==> src/rtl/sqllex_pkg.sv <==
`default_nettype none
package sqllex_pkg;

  localparam int LEN_BITS = 10;
  localparam int CFG_BITS = 10;
  localparam int MAX_RES  = 3;
  localparam int CNT_BITS = $clog2(MAX_RES + 1);
  localparam int IDX_BITS = $clog2(MAX_RES);

  localparam logic [LEN_BITS-1:0] LEN_SAT = {LEN_BITS{1'b1}};
  localparam logic [CFG_BITS-1:0] MAX_LEN_RST = CFG_BITS'(255);

  // token kinds given with the first byte
  localparam logic [1:0] TK_PLAIN = 2'd0;
  localparam logic [1:0] TK_STRIP = 2'd1;
  localparam logic [1:0] TK_OPER  = 2'd2;

  typedef enum logic [1:0] {
    RK_BYTE  = 2'd0,
    RK_END   = 2'd1,
    RK_DELIM = 2'd2,
    RK_EOT   = 2'd3
  } rkind_t;

  localparam logic [7:0] CH_NUL    = 8'h00;
  localparam logic [7:0] CH_TAB    = 8'h09;
  localparam logic [7:0] CH_NL     = 8'h0A;
  localparam logic [7:0] CH_CR     = 8'h0D;
  localparam logic [7:0] CH_CTRL   = 8'h20;
  localparam logic [7:0] CH_SPACE  = 8'h20;
  localparam logic [7:0] CH_BANG   = 8'h21;
  localparam logic [7:0] CH_DQUOTE = 8'h22;
  localparam logic [7:0] CH_SQUOTE = 8'h27;
  localparam logic [7:0] CH_LPAREN = 8'h28;
  localparam logic [7:0] CH_RPAREN = 8'h29;
  localparam logic [7:0] CH_COMMA  = 8'h2C;
  localparam logic [7:0] CH_DASH   = 8'h2D;
  localparam logic [7:0] CH_ZERO   = 8'h30;
  localparam logic [7:0] CH_NINE   = 8'h39;
  localparam logic [7:0] CH_LT     = 8'h3C;
  localparam logic [7:0] CH_EQ     = 8'h3D;
  localparam logic [7:0] CH_GT     = 8'h3E;
  localparam logic [7:0] CH_PIPE   = 8'h7C;
  localparam logic [7:0] CH_DEL    = 8'h7F;

  typedef struct packed {
    rkind_t              result_kind;
    logic [7:0]          out_byte;
    logic [LEN_BITS-1:0] tok_len;
    logic                too_long;
    logic                was_quoted;
    logic                last_result;
  } res_t;

  typedef struct packed {
    logic [CNT_BITS-1:0]      n;
    res_t [MAX_RES-1:0]       res;
  } batch_t;

endpackage
`default_nettype wire

==> src/rtl/sqllex_in_if.sv <==
`default_nettype none
interface sqllex_in_if;
  logic       valid;
  logic       ready;
  logic [7:0] char_byte;
  logic       end_of_text;
  logic [1:0] token_kind;

  modport source (output valid, output char_byte, output end_of_text, output token_kind,
                  input ready);
  modport sink (input valid, input char_byte, input end_of_text, input token_kind,
                output ready);
endinterface
`default_nettype wire

==> src/rtl/sqllex_out_if.sv <==
`default_nettype none
interface sqllex_out_if;
  logic                          valid;
  logic                          ready;
  logic [1:0]                    result_kind;
  logic [7:0]                    out_byte;
  logic [sqllex_pkg::LEN_BITS-1:0] tok_len;
  logic                          too_long;
  logic                          was_quoted;
  logic                          last_result;

  modport source (output valid, output result_kind, output out_byte, output tok_len,
                  output too_long, output was_quoted, output last_result, input ready);
  modport sink (input valid, input result_kind, input out_byte, input tok_len,
                input too_long, input was_quoted, input last_result, output ready);
endinterface
`default_nettype wire

==> src/rtl/sqllex_scan.sv <==
`default_nettype none
module sqllex_scan (
  input  wire logic                            clk,
  input  wire logic                            rst_n,
  input  wire logic                            accept,
  input  wire logic [7:0]                      char_byte,
  input  wire logic                            end_of_text,
  input  wire logic [1:0]                      token_kind,
  input  wire logic                            cfg_we,
  input  wire logic [sqllex_pkg::CFG_BITS-1:0] cfg_wdata,
  output sqllex_pkg::batch_t                   batch
);
  import sqllex_pkg::*;

  typedef enum logic [6:0] {
    PH_IDLE    = 7'b0000001,
    PH_COMMENT = 7'b0000010,
    PH_WORD    = 7'b0000100,
    PH_SQUOTE  = 7'b0001000,
    PH_DQKEEP  = 7'b0010000,
    PH_DQSTRIP = 7'b0100000,
    PH_OPER    = 7'b1000000
  } phase_t;

  typedef struct packed {
    phase_t              ph;
    logic [1:0]          kd;
    logic [LEN_BITS-1:0] len;
    logic                over;
    logic                pend;
    logic [CNT_BITS-1:0] n;
    res_t [MAX_RES-1:0]  res;
  } work_t;

  phase_t              phase_r, phase_nxt;
  logic [1:0]          kind_r, kind_nxt;
  logic [LEN_BITS-1:0] len_r, len_nxt;
  logic                over_r, over_nxt;
  logic                pend_r, pend_nxt;
  logic [CFG_BITS-1:0] maxlen_r;

  work_t w;
  logic  go_idle;
  logic  skip;
  logic  cls;

  function automatic logic is_ctrl(logic [7:0] c);
    return (c < CH_CTRL) || (c == CH_DEL);
  endfunction

  function automatic logic is_space(logic [7:0] c);
    return (c == CH_SPACE) || ((c >= CH_TAB) && (c <= CH_CR));
  endfunction

  function automatic logic is_word(logic [7:0] c);
    return !is_ctrl(c) && (c != CH_SPACE) && (c != CH_COMMA) && (c != CH_LPAREN) &&
           (c != CH_RPAREN) && (c != CH_PIPE) && (c != CH_EQ) && (c != CH_BANG) &&
           (c != CH_GT) && (c != CH_LT);
  endfunction

  function automatic logic is_oper(logic [7:0] c);
    return !is_ctrl(c) && !((c >= CH_ZERO) && (c <= CH_NINE)) && (c != CH_SPACE) &&
           (c != CH_COMMA) && (c != CH_PIPE);
  endfunction

  function automatic logic is_tok(phase_t p);
    return (p == PH_WORD) || (p == PH_SQUOTE) || (p == PH_DQKEEP) ||
           (p == PH_DQSTRIP) || (p == PH_OPER);
  endfunction

  function automatic work_t f_put(work_t w_in, rkind_t k, logic [7:0] b,
                                  logic [LEN_BITS-1:0] l, logic too, logic q);
    work_t r;
    r = w_in;
    if (r.n < CNT_BITS'(MAX_RES)) begin
      r.res[r.n[IDX_BITS-1:0]] = '{result_kind: k, out_byte: b, tok_len: l,
                                   too_long: too, was_quoted: q, last_result: 1'b0};
      r.n = r.n + 1'b1;
    end
    return r;
  endfunction

  function automatic work_t f_take(work_t w_in, logic [7:0] c, logic [CFG_BITS-1:0] mx);
    work_t r;
    r = w_in;
    if ((r.len >= mx) || (r.len == LEN_SAT)) begin
      r.over = 1'b1;
    end else begin
      r = f_put(r, RK_BYTE, c, '0, 1'b0, 1'b0);
    end
    if (r.len != LEN_SAT) begin
      r.len = r.len + 1'b1;
    end
    return r;
  endfunction

  function automatic work_t f_finish(work_t w_in);
    work_t r;
    r = f_put(w_in, RK_END, CH_NUL, w_in.len, w_in.over, w_in.ph == PH_DQSTRIP);
    r.ph   = PH_IDLE;
    r.len  = '0;
    r.over = 1'b0;
    return r;
  endfunction

  function automatic work_t f_start(work_t w_in, logic [7:0] c, logic [1:0] k,
                                    logic [CFG_BITS-1:0] mx);
    work_t r;
    r = w_in;
    r.kd   = k;
    r.len  = '0;
    r.over = 1'b0;
    if (k == TK_OPER) begin
      if (is_oper(c)) begin
        r.ph = PH_OPER;
        r = f_take(r, c, mx);
      end else begin
        r = f_put(r, RK_DELIM, c, '0, 1'b0, 1'b0);
      end
    end else if (c == CH_SQUOTE) begin
      r.ph = PH_SQUOTE;
      r = f_take(r, c, mx);
    end else if (c == CH_DQUOTE) begin
      if (k == TK_STRIP) begin
        r.ph = PH_DQSTRIP;
      end else begin
        r.ph = PH_DQKEEP;
        r = f_take(r, c, mx);
      end
    end else if (is_word(c)) begin
      r.ph = PH_WORD;
      r = f_take(r, c, mx);
    end else begin
      r = f_put(r, RK_DELIM, c, '0, 1'b0, 1'b0);
    end
    return r;
  endfunction

  always_comb begin
    w      = '0;
    w.ph   = phase_r;
    w.kd   = kind_r;
    w.len  = len_r;
    w.over = over_r;
    w.pend = pend_r;
    go_idle = 1'b0;
    skip    = 1'b0;
    cls     = 1'b0;
    if (end_of_text || (char_byte == CH_NUL)) begin
      if (w.pend) begin
        w.pend = 1'b0;
        w = f_start(w, CH_DASH, w.kd, maxlen_r);
        w = f_finish(w);
      end else if (is_tok(w.ph)) begin
        w = f_finish(w);
      end
      w.ph   = PH_IDLE;
      w.len  = '0;
      w.over = 1'b0;
      w = f_put(w, RK_EOT, CH_NUL, '0, 1'b0, 1'b0);
    end else if (w.ph == PH_COMMENT) begin
      if (char_byte == CH_NL) begin
        w.ph = PH_IDLE;
      end
    end else begin
      unique case (w.ph)
        PH_WORD: begin
          if (is_word(char_byte)) begin
            w = f_take(w, char_byte, maxlen_r);
          end else begin
            w = f_finish(w);
            go_idle = 1'b1;
          end
        end
        PH_OPER: begin
          if (is_oper(char_byte)) begin
            w = f_take(w, char_byte, maxlen_r);
          end else begin
            w = f_finish(w);
            go_idle = 1'b1;
          end
        end
        PH_SQUOTE: begin
          w = f_take(w, char_byte, maxlen_r);
          if (char_byte == CH_SQUOTE) w = f_finish(w);
        end
        PH_DQKEEP: begin
          w = f_take(w, char_byte, maxlen_r);
          if (char_byte == CH_DQUOTE) w = f_finish(w);
        end
        PH_DQSTRIP: begin
          if (char_byte == CH_DQUOTE) w = f_finish(w);
          else w = f_take(w, char_byte, maxlen_r);
        end
        default: begin
          w.ph = PH_IDLE;
          go_idle = 1'b1;
        end
      endcase
      if (go_idle) begin
        if (w.pend) begin
          w.pend = 1'b0;
          if (char_byte == CH_DASH) begin
            w.ph = PH_COMMENT;
            skip = 1'b1;
          end else begin
            // held dash opens a token, which this byte continues if it fits the token's class
            w = f_start(w, CH_DASH, w.kd, maxlen_r);
            cls = (w.ph == PH_OPER) ? is_oper(char_byte) : is_word(char_byte);
            if (cls) begin
              w = f_take(w, char_byte, maxlen_r);
              skip = 1'b1;
            end else begin
              w = f_finish(w);
            end
          end
        end
        if (!skip) begin
          if (is_space(char_byte)) begin
            w.ph = w.ph;
          end else if (char_byte == CH_DASH) begin
            w.pend = 1'b1;
            w.kd   = token_kind;
          end else begin
            w = f_start(w, char_byte, token_kind, maxlen_r);
          end
        end
      end
    end
    if (w.n != '0) begin
      w.res[IDX_BITS'(w.n - 1'b1)].last_result = 1'b1;
    end
  end

  assign phase_nxt = w.ph;
  assign kind_nxt  = w.kd;
  assign len_nxt   = w.len;
  assign over_nxt  = w.over;
  assign pend_nxt  = w.pend;
  assign batch     = '{n: w.n, res: w.res};

  always_ff @(posedge clk) begin
    if (!rst_n) begin
      phase_r  <= PH_IDLE;
      kind_r   <= TK_PLAIN;
      len_r    <= '0;
      over_r   <= 1'b0;
      pend_r   <= 1'b0;
      maxlen_r <= MAX_LEN_RST;
    end else begin
      if (accept) begin
        phase_r <= phase_nxt;
        kind_r  <= kind_nxt;
        len_r   <= len_nxt;
        over_r  <= over_nxt;
        pend_r  <= pend_nxt;
      end
      if (cfg_we) begin
        maxlen_r <= cfg_wdata;
      end
    end
  end

  a_pend_idle: assert property (@(posedge clk) disable iff (!rst_n)
    pend_r |-> (phase_r == PH_IDLE))
    else $error("held dash outside idle phase");

  a_len_clear: assert property (@(posedge clk) disable iff (!rst_n)
    !is_tok(phase_r) |-> ((len_r == '0) && !over_r))
    else $error("length state left over between tokens");

  a_comment_quiet: assert property (@(posedge clk) disable iff (!rst_n)
    (accept && (phase_r == PH_COMMENT) && !end_of_text && (char_byte != CH_NUL))
      |-> (batch.n == '0))
    else $error("comment byte produced a word");

endmodule
`default_nettype wire

==> src/rtl/sqllex_emit.sv <==
`default_nettype none
module sqllex_emit (
  input  wire logic               clk,
  input  wire logic               rst_n,
  input  wire logic               load,
  input  wire sqllex_pkg::batch_t batch,
  input  wire logic               out_ready,
  output logic                    out_valid,
  output sqllex_pkg::res_t        head,
  output logic                    free
);
  import sqllex_pkg::*;

  res_t [MAX_RES-1:0]  q_r, q_nxt;
  logic [CNT_BITS-1:0] cnt_r, cnt_nxt;
  logic                out_fire;

  assign out_valid = (cnt_r != '0);
  assign head      = q_r[0];
  assign out_fire  = out_valid && out_ready;
  // room for a new batch once the last queued word leaves
  assign free      = (cnt_r == '0) || ((cnt_r == CNT_BITS'(1)) && out_ready);

  always_comb begin
    q_nxt   = q_r;
    cnt_nxt = cnt_r;
    if (load) begin
      q_nxt   = batch.res;
      cnt_nxt = batch.n;
    end else if (out_fire) begin
      for (int i = 0; i < MAX_RES - 1; i++) begin
        q_nxt[i] = q_r[i + 1];
      end
      cnt_nxt = cnt_r - 1'b1;
    end
  end

  always_ff @(posedge clk) begin
    q_r <= q_nxt;
    if (!rst_n) begin
      cnt_r <= '0;
    end else begin
      cnt_r <= cnt_nxt;
    end
  end

  a_last_one: assert property (@(posedge clk) disable iff (!rst_n)
    (cnt_r == CNT_BITS'(1)) |-> q_r[0].last_result)
    else $error("final word lacks last flag");

  a_last_two: assert property (@(posedge clk) disable iff (!rst_n)
    (cnt_r == CNT_BITS'(2)) |-> (q_r[1].last_result && !q_r[0].last_result))
    else $error("last flag misplaced in queue");

  a_load_shows: assert property (@(posedge clk) disable iff (!rst_n)
    (load && (batch.n != '0)) |=> out_valid)
    else $error("loaded batch not presented");

endmodule
`default_nettype wire

==> src/rtl/sqllex_out_drv.sv <==
`default_nettype none
module sqllex_out_drv (
  input  wire logic             valid,
  input  wire sqllex_pkg::res_t head,
  output logic                  ready,
  sqllex_out_if.source          out_ch
);
  import sqllex_pkg::*;

  assign out_ch.valid        = valid;
  assign out_ch.result_kind  = head.result_kind;
  assign out_ch.out_byte     = (head.result_kind == RK_BYTE || head.result_kind == RK_DELIM)
                               ? head.out_byte : CH_NUL;
  assign out_ch.tok_len      = head.tok_len;
  assign out_ch.too_long     = head.too_long;
  assign out_ch.was_quoted   = head.was_quoted;
  assign out_ch.last_result  = head.last_result;
  assign ready               = out_ch.ready;

endmodule
`default_nettype wire

==> src/rtl/sql_token_lexer_top.sv <==
// output: first result word is offered in the cycle after its input word is accepted
// throughput: one input word per cycle while out_ready is high and each word yields at
//   most one result; a word yielding more (up to 3) holds input until its last leaves
// reset: synchronous, active low; scan state returns to between tokens, queue empties,
//   max_token_length returns to 255
`default_nettype none
module sql_token_lexer_top (
  input  wire logic                            clk,
  input  wire logic                            rst_n,
  sqllex_in_if.sink                            in_ch,
  sqllex_out_if.source                         out_ch,
  input  wire logic                            cfg_we,
  input  wire logic [sqllex_pkg::CFG_BITS-1:0] cfg_wdata
);
  import sqllex_pkg::*;

  batch_t batch;
  res_t   head;
  logic   free;
  logic   in_fire;
  logic   em_valid;
  logic   em_ready;

  assign in_ch.ready = free;
  assign in_fire     = in_ch.valid && free;

  sqllex_scan u_scan (
    .clk         (clk),
    .rst_n       (rst_n),
    .accept      (in_fire),
    .char_byte   (in_ch.char_byte),
    .end_of_text (in_ch.end_of_text),
    .token_kind  (in_ch.token_kind),
    .cfg_we      (cfg_we),
    .cfg_wdata   (cfg_wdata),
    .batch       (batch)
  );

  sqllex_emit u_emit (
    .clk       (clk),
    .rst_n     (rst_n),
    .load      (in_fire),
    .batch     (batch),
    .out_ready (em_ready),
    .out_valid (em_valid),
    .head      (head),
    .free      (free)
  );

  sqllex_out_drv u_out (
    .valid  (em_valid),
    .head   (head),
    .ready  (em_ready),
    .out_ch (out_ch)
  );

endmodule
`default_nettype wire

==> src/flat_wrapper.sv <==
// flat-port wrapper written by rule: the top's interface ports become plain ports
module sql_token_lexer_top_flat import sqllex_pkg::*;
  (clk, rst_n, cfg_we, cfg_wdata, in_ch_valid, in_ch_char_byte, in_ch_end_of_text, in_ch_token_kind, in_ch_ready, out_ch_valid, out_ch_result_kind, out_ch_out_byte, out_ch_tok_len, out_ch_too_long, out_ch_was_quoted, out_ch_last_result, out_ch_ready);
  sqllex_in_if in_ch_i ();
  sqllex_out_if out_ch_i ();
  input  wire logic clk;
  input  wire logic rst_n;
  input  wire logic cfg_we;
  input  wire logic [sqllex_pkg::CFG_BITS-1:0] cfg_wdata;
  input wire logic [$bits(in_ch_i.valid)-1:0] in_ch_valid;
  input wire logic [$bits(in_ch_i.char_byte)-1:0] in_ch_char_byte;
  input wire logic [$bits(in_ch_i.end_of_text)-1:0] in_ch_end_of_text;
  input wire logic [$bits(in_ch_i.token_kind)-1:0] in_ch_token_kind;
  output wire logic [$bits(in_ch_i.ready)-1:0] in_ch_ready;
  output wire logic [$bits(out_ch_i.valid)-1:0] out_ch_valid;
  output wire logic [$bits(out_ch_i.result_kind)-1:0] out_ch_result_kind;
  output wire logic [$bits(out_ch_i.out_byte)-1:0] out_ch_out_byte;
  output wire logic [$bits(out_ch_i.tok_len)-1:0] out_ch_tok_len;
  output wire logic [$bits(out_ch_i.too_long)-1:0] out_ch_too_long;
  output wire logic [$bits(out_ch_i.was_quoted)-1:0] out_ch_was_quoted;
  output wire logic [$bits(out_ch_i.last_result)-1:0] out_ch_last_result;
  input wire logic [$bits(out_ch_i.ready)-1:0] out_ch_ready;
  assign in_ch_i.valid = in_ch_valid;
  assign in_ch_i.char_byte = in_ch_char_byte;
  assign in_ch_i.end_of_text = in_ch_end_of_text;
  assign in_ch_i.token_kind = in_ch_token_kind;
  assign in_ch_ready = in_ch_i.ready;
  assign out_ch_valid = out_ch_i.valid;
  assign out_ch_result_kind = out_ch_i.result_kind;
  assign out_ch_out_byte = out_ch_i.out_byte;
  assign out_ch_tok_len = out_ch_i.tok_len;
  assign out_ch_too_long = out_ch_i.too_long;
  assign out_ch_was_quoted = out_ch_i.was_quoted;
  assign out_ch_last_result = out_ch_i.last_result;
  assign out_ch_i.ready = out_ch_ready;
  sql_token_lexer_top u_core (.clk(clk), .rst_n(rst_n), .in_ch(in_ch_i), .out_ch(out_ch_i), .cfg_we(cfg_we), .cfg_wdata(cfg_wdata));
endmodule
==> config.mk <==
export PLATFORM = sky130hd
export DESIGN_NAME = sql_token_lexer_top_flat
export DESIGN_NICKNAME = d
export VERILOG_FILES = /design/src/rtl/sqllex_pkg.sv /design/src/rtl/sqllex_in_if.sv /design/src/rtl/sqllex_out_if.sv /design/src/rtl/sqllex_scan.sv /design/src/rtl/sqllex_emit.sv /design/src/rtl/sqllex_out_drv.sv /design/src/rtl/sql_token_lexer_top.sv /design/src/flat_wrapper.sv
export SDC_FILE = /design/constraint.sdc
export NUM_CORES = 1
export LEC_CHECK = 0
export BUFFER_PORTS_ARGS = -buffer_cell sky130_fd_sc_hd__buf_2
export CAP_MARGIN = 10
export CORE_MARGIN = 2
export CORE_UTILIZATION = 25
export DETAILED_ROUTE_END_ITERATION = 10
export PLACE_DENSITY = 0.42
export SYNTH_ARGS = -nofsm -noshare
export SYNTH_HDL_FRONTEND = slang
export SYNTH_SLANG_ARGS = --single-unit
==> constraint.sdc <==
create_clock -name clk -period 5.2 [get_ports clk]
set_input_delay 0 -clock clk [delete_from_list [all_inputs] [get_ports clk]]
set_output_delay 0 -clock clk [all_outputs]
set_load 0.01 [all_outputs]
==> summary.txt, run 1 <==
Outcome
  • Status: finished, violations left
  • Failing checks: negative hold slack

Timing
  • Setup TNS: 0 ps
  • Max Clock Freq: 229 MHz
  • Layout Skew: 12.9 ps
  • Final hold viol count: 1
  • Final setup vio count: 0
  • Min Hold Slack: -5.92 ps
  • Worst-Margin Slew: 937 ps
  • Fin crit share: 83.8%
  • Slew Viols, Final: 0
  • Max_slew headroom: between 30% and 40%
  • RSZ-0062 raised after global routing: no
  • Min Tclk post-route: between 4000 and 5000 ps

Logic synthesis
  • Synth Instances: 706
  • EDFF count, synth: 59
  • Sequential share of the synthesized area: ~40%
  • Post-synth ARST share: 0%
  • Syn avg cell area: 8.80 µm²
  • Top_reg_cell synth: edfxtp_1
  • Mapped cell area: ~6200 µm²
  • Distinct cell type count after synthesis: 91
  • Ys Warns: 0
  • Post-synthesis register bit count: slightly above 90

Layout
  • Layout cells sized above 1: about 13%
  • Synth-to-Final Area Change: 13.8%
  • Number of fill cells in the layout: about 2600
  • Nets@finish: around 800
  • Leading cell type in the layout, fill and taps excluded: nand2_1
  • Commonest non-fill, non-tap cells in the layout: nand2_1, nor2_1, edfxtp_1, buf_2, a21oi_1

Clock network
  • Deepest clock path buffer count: 2
  • Total CTS buffers: 9
  • Hold buffer count at CTS: 12
  • CTS tree: done
  • Clock root buffer: clkbuf_16
  • Post-CTS Setup Inserts: 0
  • Clock Latency Late Sink: between 300 and 400 ps
  • Post-cts resize count: 0
  • H-Tree Depth: 3
  • Reg clk slew, reported paths: 70 ps
  • Clk sink count: 92

Min path
  • HP Class: in2reg
  • Hold path depth: 2
  • Hold_sp: rst_n
  • Hold Path Sink: u_core.u_scan.maxlen_r[0]

Route
  • WL/cell: 18.5 µm
  • First drt pass iteration count: 5
  • Vias/cell: 5.20
  • Post-route ant nets: 0
  • Vias: 5567
  • DRC viols: 0
  • Post-Route WL: 19800 µm
  • Initial DRC Count: slightly below 400

Placement
  • Buffers on Ports: 50
  • HPWL after DPL: approximately 14000 µm
  • Routability cong.: around 0.9

Power
  • Design Power: roughly 2 mW
  • Static Leak: 2.65 nW
  • Max VDD drop: 0.000144 V
  • Pwr dens: 281 nW/µm²

Critical path
  • Largest fanout on the critical path: 12
  • RR Endpoint: u_core.u_emit.head[0]
  • Critical Path AT: 4520 ps
  • CP startpoint kind: flop
  • Crit. End Element: flop
  • R2r setup slk: 840 ps
  • Reg2reg start: u_core.u_scan.len_r[3]
  • Critical path class: reg2reg
  • Critical Path RT: 5370 ps
  • R2R depth: 15

Die
  • Die width: ~160 µm
  • Die area: ~26000 µm²
  • Initial Util: 25.5%
  • Die height: 162 µm
  • Core region area: roughly 24000 µm²
  • Rows: 57
  • I/O pin cnt: 51

Global routing
  • Initial antenna violation count: 0
  • GRT Total Usage: between 15 and 20%
  • Vias in the first global route: 5291
  • GR Overflow Total: 0
  • GRT Max-Usage Layer: met2
  • First-pass GRT wire length: ~31000 µm
  • Grt met3 use: 2.59%
  • Largest net degree at the start of global routing: 47
  • Grt met1 use: 22.2%
  • GR Util met2: 23.4%

Run
  • Maxcap violations: 0
-- power breakdown --
part	total (mW)	switching, mW	internal [mW]
Combinational	0.414	0.265	0.150
Clock	0.630	0.302	0.328
Sequential	0.941	0.0331	0.908
Total	1.99	0.600	1.38
-- cells in the mapped netlist (all sizes together) (4+ instances only) --
library cell,instances,area [µm²]
nand2,77,289
nor2,65,251
edfxtp,59,1770
a21oi,51,263
o21ai,44,224
dfxtp,33,661
buf,29,185
inv,29,109
nand3,27,135
nor2b,21,131
nor3,20,123
clkbuf,19,72.6
a31oi,18,134
ha,18,225
o211ai,13,97.6
a22oi,11,82.6
nand4,11,75.1
a22o,10,96.4
and3,10,62.6
nand2b,10,65.1
and2,9,58.8
a221oi,7,61.3
nor4,7,58.8
a21boi,6,45.1
o22ai,6,37.5
a211oi,5,55.1
mux2i,5,50.1
o21a,5,37.5
xnor2,5,43.8
a2bb2oi,4,35.0
and4b,4,40.0
o221a,4,45.0
o221ai,4,52.6
o31ai,4,35.0
xor2,4,35.0
-- metal layers --
metal | routed length, µm | up-vias
met4 | 312 | 0
met1 | 10000 | 2671
met3 | 837 | 21
li1 | - | 2718
met5 | 0 | -
met2 | 8620 | 157
-- through the flow --
step / setup slack, ps / util (%) / cells / area (µm²) / hold slack, ps
floorplan: 1360 / - / 708 / 6220 / 129
global placement: 970 / 27.4 / 1042 / 6680 / 223
detailed placement: 852 / 27.4 / 1042 / 6680 / 229
CTS: 844 / 29.0 / 1070 / 7070 / 0.677
global route: 571 / 29.0 / 1070 / 7070 / 21.8
finish: 842 / 29.0 / 1071 / 7070 / -5.92
-- registers in the layout, indices dropped and copies added, names as in the netlist --
| register | flops |
|---|---|
| u_core.u_scan.phase_r | 7 |
| u_core.u_scan.maxlen_r | 10 |
| u_core.u_emit.q_r | 36 |
| u_core.u_scan.pend_r | 1 |
| u_core.u_scan.kind_r | 2 |
| u_core.u_emit.cnt_r | 2 |
| u_core.u_scan.len_r | 10 |
| u_core.u_emit.head | 23 |
| u_core.u_scan.over_r | 1 |
-- cell families after synthesis --
kind of cell | synth area share (%)
flops | 39.2
buf+inv | 5.96
mux | 1.47
compound gates | 25.5
other cells | 0.0604
xor+xnor | 1.27
simple gates | 22.8
fa+ha+maj | 3.79
-- critical path, stage by stage (launching register included) --
cell and delay (ps):
dfxtp_1 550, ha_1 310, a211o_1 290, a21oi_1 120, o21ai_0 110, a21boi_1 190
buf_4 220, inv_1 150, ha_1 300, a22o_1 200, a22o_1 280, a211oi_4 440
mux2_4 360, o21ai_2 200, a31oi_2 160, o31ai_1 290
-- area by class of cell --
type / count / area [µm²] / share of cell area, %
multi-input cells: 538 / 3420 / 48.3
clock buffers: 11 / 233 / 3.29
repair buffers: 70 / 430 / 6.09
diodes: 1 / 2.50 / 0.0354
flip-flops and latches: 92 / 2430 / 34.4
clock inverters: 5 / 38.8 / 0.548
well taps: 324 / 405 / 5.73
inverters: 30 / 113 / 1.59
-- worst max path at each step --
stage,start,endpoint,cells after the start
detailed placement,u_core.u_scan.len_r[3],u_core.u_emit.q_r[23],15
floorplan,u_core.u_scan.len_r[0],u_core.u_emit.q_r[23],17
finish,u_core.u_scan.len_r[3],u_core.u_emit.head[0],15
global placement,u_core.u_scan.len_r[3],u_core.u_emit.q_r[23],15
CTS,u_core.u_scan.len_r[3],u_core.u_emit.q_r[23],15
global route,u_core.u_scan.len_r[3],u_core.u_emit.q_r[23],15
Power figures use the tool's default switching activity.
==> run 2: changes to the inputs <==
Clock period 5.2 ns to 4.15 ns, I/O delays scaled along.
==> summary.txt, run 2 (synthesized netlist as in run 1, its figures left out) <==
Timing
  • Max Clock Freq: 255 MHz
  • Worst-Margin Slew: 808 ps
  • Max_slew headroom: 46.1%
  • Fin crit share: roughly 95%
  • Slew Viols, Final: 0
  • Layout Skew: 8.27 ps
  • RSZ-0062 raised after global routing: no
  • Final hold viol count: 0
  • Setup ws final: roughly 230 ps
  • Setup TNS: 0 ps
  • Final setup vio count: 0
  • Min Tclk post-route: 3920 ps

Layout
  • Nets@finish: 805
  • Leading cell type in the layout, fill and taps excluded: nand2_1
  • Layout cells sized above 1: ~16%
  • Synth-to-Final Area Change: 17.1%
  • Number of flip-flops under the largest register name: 36
  • Antenna fix cells: 0
  • Number of fill cells in the layout: 2612
  • Post-route cell area: roughly 7300 µm²
  • Largest reg by FF count: u_core.u_emit.q_r
  • Final Non-Filler Cells: 1090
  • Commonest non-fill, non-tap cells in the layout: nand2_1, nor2_1, edfxtp_1, buf_2, a21oi_1

Global routing
  • GR Overflow Total: 0
  • Vias in the first global route: about 5400
  • Initial antenna violation count: 0
  • First-pass GRT wire length: between 30000 and 40000 µm
  • Largest net degree at the start of global routing: 36
  • GRT Total Usage: 15.7%

Clock network
  • Reg clk slew, reported paths: ~70 ps
  • H-Tree Depth: 3
  • Total CTS buffers: 9
  • Deepest clock path buffer count: 2
  • Post-CTS Setup Inserts: 0
  • Clk sink count: 92
  • Clock root buffer: clkbuf_16
  • CTS tree: done
  • Clock Latency Late Sink: 350 ps

Route
  • DRC viols: 0
  • First drt pass iteration count: 5
  • Post-Route WL: approximately 20000 µm
  • WL/cell: 18.4 µm
  • Post-route ant nets: 0
  • Vias/cell: 5.13
  • Initial DRC Count: 470
  • Vias: between 5000 and 6000

Die
  • Core region area: 24400 µm²
  • Die height: 162 µm
  • Die area: 26100 µm²
  • Rows: 57
  • Initial Util: about a quarter
  • Die width: roughly 160 µm
  • I/O pin cnt: 51

Placement
  • Routability cong.: 0.884
  • Buffers on Ports: 50
  • Placed cell count: around 1100
  • HPWL after DPL: 15000 µm
  • Post-DP Area: 6820 µm²
  • Setup WS pre-CTS: roughly 250 ps

Critical path
  • Crit. End Element: flop
  • Critical Path AT: 4030 ps
  • Largest fanout on the critical path: 10
  • Critical path class: reg2reg
  • Critical Path RT: 4260 ps
  • CP startpoint kind: flop

Power
  • Static Leak: 2.77 nW
  • Pwr dens: approximately 360 nW/µm²
  • Max VDD drop: 0.000155 V

Min path
  • HP Class: in2reg

Run
  • Maxcap violations: 0

Outcome
  • Status: finished, final reports clean
run 2: cell count changes in the layout (fill, tap and decap cells not counted):
| cell | previous run | this run |
|---|---|---|
| inv_6 | 1 | 2 |
| diode_2 | 1 | 0 |
| dlygate4sd3_1 | 12 | 13 |
| clkinv_4 | 2 | 1 |
| clkinv_2 | 1 | 0 |
| buf_4 | 8 | 27 |
| clkinv_1 | 1 | 2 |
| clkbuf_1 | 2 | 0 |
| bufinv_16 | 0 | 2 |
run 2: layer usage:
metal	vias up	share of wire [%]	global-route usage, %
met3	27	5.6	2.16
li1	2735	-	-
met1	2649	49	23.3
met5	-	0	0
met4	0	1.7	4.18
met2	183	44	23.7
run 2: what timing repair did:
| item | CTS | global route |
|---|---|---|
| setup endpoints to repair | 0 | 1 |
| endpoints found under the hold margin | 12 | 0 |
| gates resized for setup | 0 | 0 |
| hold buffers | 13 | 0 |
run 2: report_power, final:
part	internal (mW)	total (mW)	switching (mW)	leakage [nW]
logic	0.196	0.529	0.333	1.75
registers	1.14	1.18	0.0394	0.861
clock network	0.532	0.924	0.392	0.154
run 2: worst paths after layout:
kind	startpoint	to	slack [ps]	cells after the start
max	u_core.u_scan.len_r[0]	u_core.u_emit.q_r[23]	230	15
min	rst_n	u_core.u_scan.maxlen_r[6]	40	2
max reg2reg	u_core.u_scan.len_r[0]	u_core.u_emit.q_r[23]	230	15
min reg2reg	u_core.u_scan.kind_r[1]	u_core.u_scan.kind_r[1]	460	2
run 2: per-stage QoR:
stage / power, mW / hold slack [ps] / util, %
2_1_floorplan: 1.56 / 129 / -
3_3_place_gp: 1.73 / 221 / 28.0
3_5_place_dp: 1.73 / 223 / 28.0
4_1_cts: 2.66 / 39.9 / 29.8
5_1_grt: 2.76 / 57.6 / 29.8
6_report: 2.63 / 36.2 / 29.8
run 2: layout make-up:
class                      instances  area (µm²)  share of cell area [%]
clock buffer                       9         225                    3.10
clock inverter                     7        97.6                    1.34
inverter                          30         113                    1.55
multi-input combinational        538        3420                    47.0
sequential                        92        2430                    33.4
tap                              324         405                    5.57
timing repair buffer              90         583                    8.02
run 2: critical path: stages (launching register included):
cell and delay, ps:
dfxtp_1 470, inv_1 120, ha_1 290, nand2b_1 140, a21oi_1 140, o21ai_0 100, a21boi_1 250, inv_1 100
ha_1 280, a22o_1 200, a22o_1 290, a211o_1 400, a22oi_1 350, o311ai_4 150, and2_4 190, a31o_1 210
==> run 3: changes to the inputs <==
Settings changed: REMOVE_ABC_BUFFERS set to 1, SETUP_SLACK_MARGIN set to 0.15.
==> summary.txt, run 3 (synthesized netlist as in run 1, its figures left out) <==
Critical path
  • CP startpoint kind: flop
  • Worst-path cell chain: ha_1 -> o21a_1 -> a21oi_1 -> o21ai_0 -> a21boi_2 -> inv_1 -> ha_1 -> a22o_1 -> a22o_1 -> a211o_2 -> mux2_4 -> o311ai_4 -> and2_4 -> o31ai_1
  • Crit path largest cell delay: 500 ps
  • Critical Path AT: 3880 ps
  • Largest fanout on the critical path: 10
  • CP max-delay cell: dfxtp_1
  • Critical path class: reg2reg
  • Crit. End Element: flop
  • Critical Path RT: 4240 ps

Route
  • Initial DRC Count: ~320
  • WL/cell: 18.0 µm
  • Vias: roughly 5600
  • Post-Route WL: between 15000 and 20000 µm
  • First drt pass iteration count: 6
  • DRC viols: 0
  • Post-route ant nets: 0
  • Vias/cell: 5.14

Layout
  • Util after Layout: a little under a third
  • Layout cells sized above 1: 17.1%
  • Number of fill cells in the layout: 2650
  • Synth-to-Final Area Change: 18.2%
  • Nets@finish: 809
  • Leading cell type in the layout, fill and taps excluded: nand2_1
  • Commonest non-fill, non-tap cells in the layout: nand2_1, nor2_1, edfxtp_1, buf_2, a21oi_1
  • Number of flip-flops under the largest register name: 36
  • Largest reg by FF count: u_core.u_emit.q_r

Timing
  • Final setup vio count: 0
  • Slew Viols, Final: 0
  • Worst-Margin Slew: 987 ps
  • Layout Skew: 10.6 ps
  • Max_slew headroom: 34.0%
  • Min Tclk post-route: 3800 ps
  • RSZ-0062 raised after global routing: no
  • Setup ws final: 355 ps
  • Final hold viol count: 0
  • Fin crit share: between 90% and 100%
  • Max Clock Freq: 263 MHz

Die
  • Rows: between 50 and 60
  • Die height: 162 µm
  • Core region area: 24400 µm²
  • I/O pin cnt: 51
  • Die width: 162 µm
  • Initial Util: ~25%
  • Die area: 26100 µm²

Global routing
  • Largest net degree at the start of global routing: 48
  • GRT Total Usage: 15.4%
  • Initial antenna violation count: 0
  • First-pass GRT wire length: 31400 µm
  • GR Overflow Total: 0
  • Vias in the first global route: between 5000 and 6000

Clock network
  • H-Tree Depth: 3
  • Total CTS buffers: 9
  • Clock root buffer: clkbuf_16
  • CTS tree: done
  • Clk sink count: 92
  • Reg clk slew, reported paths: 70 ps
  • Deepest clock path buffer count: 2
  • Clock Latency Late Sink: between 300 and 400 ps

Power
  • Max VDD drop: between 0.00015 and 0.0002 V
  • Design Power: 2.62 mW
  • Static Leak: 2.80 nW
  • Pwr dens: 356 nW/µm²

Outcome
  • Status: finished, final reports clean

Run
  • Maxcap violations: 0

Placement
  • Setup WS pre-CTS: 146 ps
  • Routability cong.: 0.880
  • Buffers on Ports: 50
  • HPWL after DPL: 14600 µm

Min path
  • HP Class: in2reg
[run 3: stage by stage]
step	hold slack, ps	area [µm²]	instances	setup TNS, ps
finish	14.2	7340	1095	0
global route	29.0	7340	1094	0
CTS	13.3	7290	1091	0
detailed placement	235	6840	1063	0
global placement	224	6840	1063	0
floorplan	61.9	5960	660	-307
[run 3: report_power, final]
part	switching (mW)	internal [mW]	leakage, nW
Clock	0.378	0.537	0.162
Combinational	0.330	0.196	1.78
Sequential	0.0387	1.14	0.862
Total	0.746	1.87	2.80
[run 3: layout make-up]
| type | count | area [µm²] | share of cell area (%) |
|---|---|---|---|
| diodes | 1 | 2.50 | 0.0341 |
| clock buffers | 14 | 318 | 4.33 |
| clock inverters | 2 | 18.8 | 0.256 |
| inverters | 30 | 113 | 1.53 |
| multi-input cells | 538 | 3440 | 46.8 |
| flip-flops and latches | 92 | 2430 | 33.2 |
| well taps | 324 | 405 | 5.52 |
| repair buffers | 94 | 611 | 8.32 |
[run 3: critical path, delay by kind of cell (launching register included)]
kind | cells | cell delay [ps]
mux | 1 | 350
simple gates | 1 | 190
fa+ha+maj | 2 | 580
flops | 1 | 500
buf+inv | 1 | 90
compound gates | 9 | 1820
[run 3: metal layers]
metal  global-route usage [%]  wire, µm  vias up  part of all wire (%)
met2                     23.8      8710      146                    44
met3                     2.23       876       30                   4.4
met1                     22.1      9820     2692                    50
met4                     4.87       357        0                   1.8
li1                         -         -     2757                     -
met5                        0         0        -                     0
[run 3: final timing paths]
kind,startpoint,end,slack [ps],depth (start not counted)
worst max-delay path,u_core.u_scan.len_r[4],u_core.u_emit.head[0],350,14
worst max register to register,u_core.u_scan.len_r[4],u_core.u_emit.head[0],350,14
worst min-delay path,rst_n,u_core.u_scan.maxlen_r[0],10,2
worst min register to register,u_core.u_scan.kind_r[0],u_core.u_scan.kind_r[0],460,2
[run 3: repair_timing]
item                                    4_1_cts  5_1_grt
endpoints found under the setup margin        1       34
pin swaps                                     1        2
gates cloned                                  0        0
setup buffers                                 0        3
endpoints found under the hold margin        12        0
gates resized for setup                       0        7
hold buffers                                 12        0
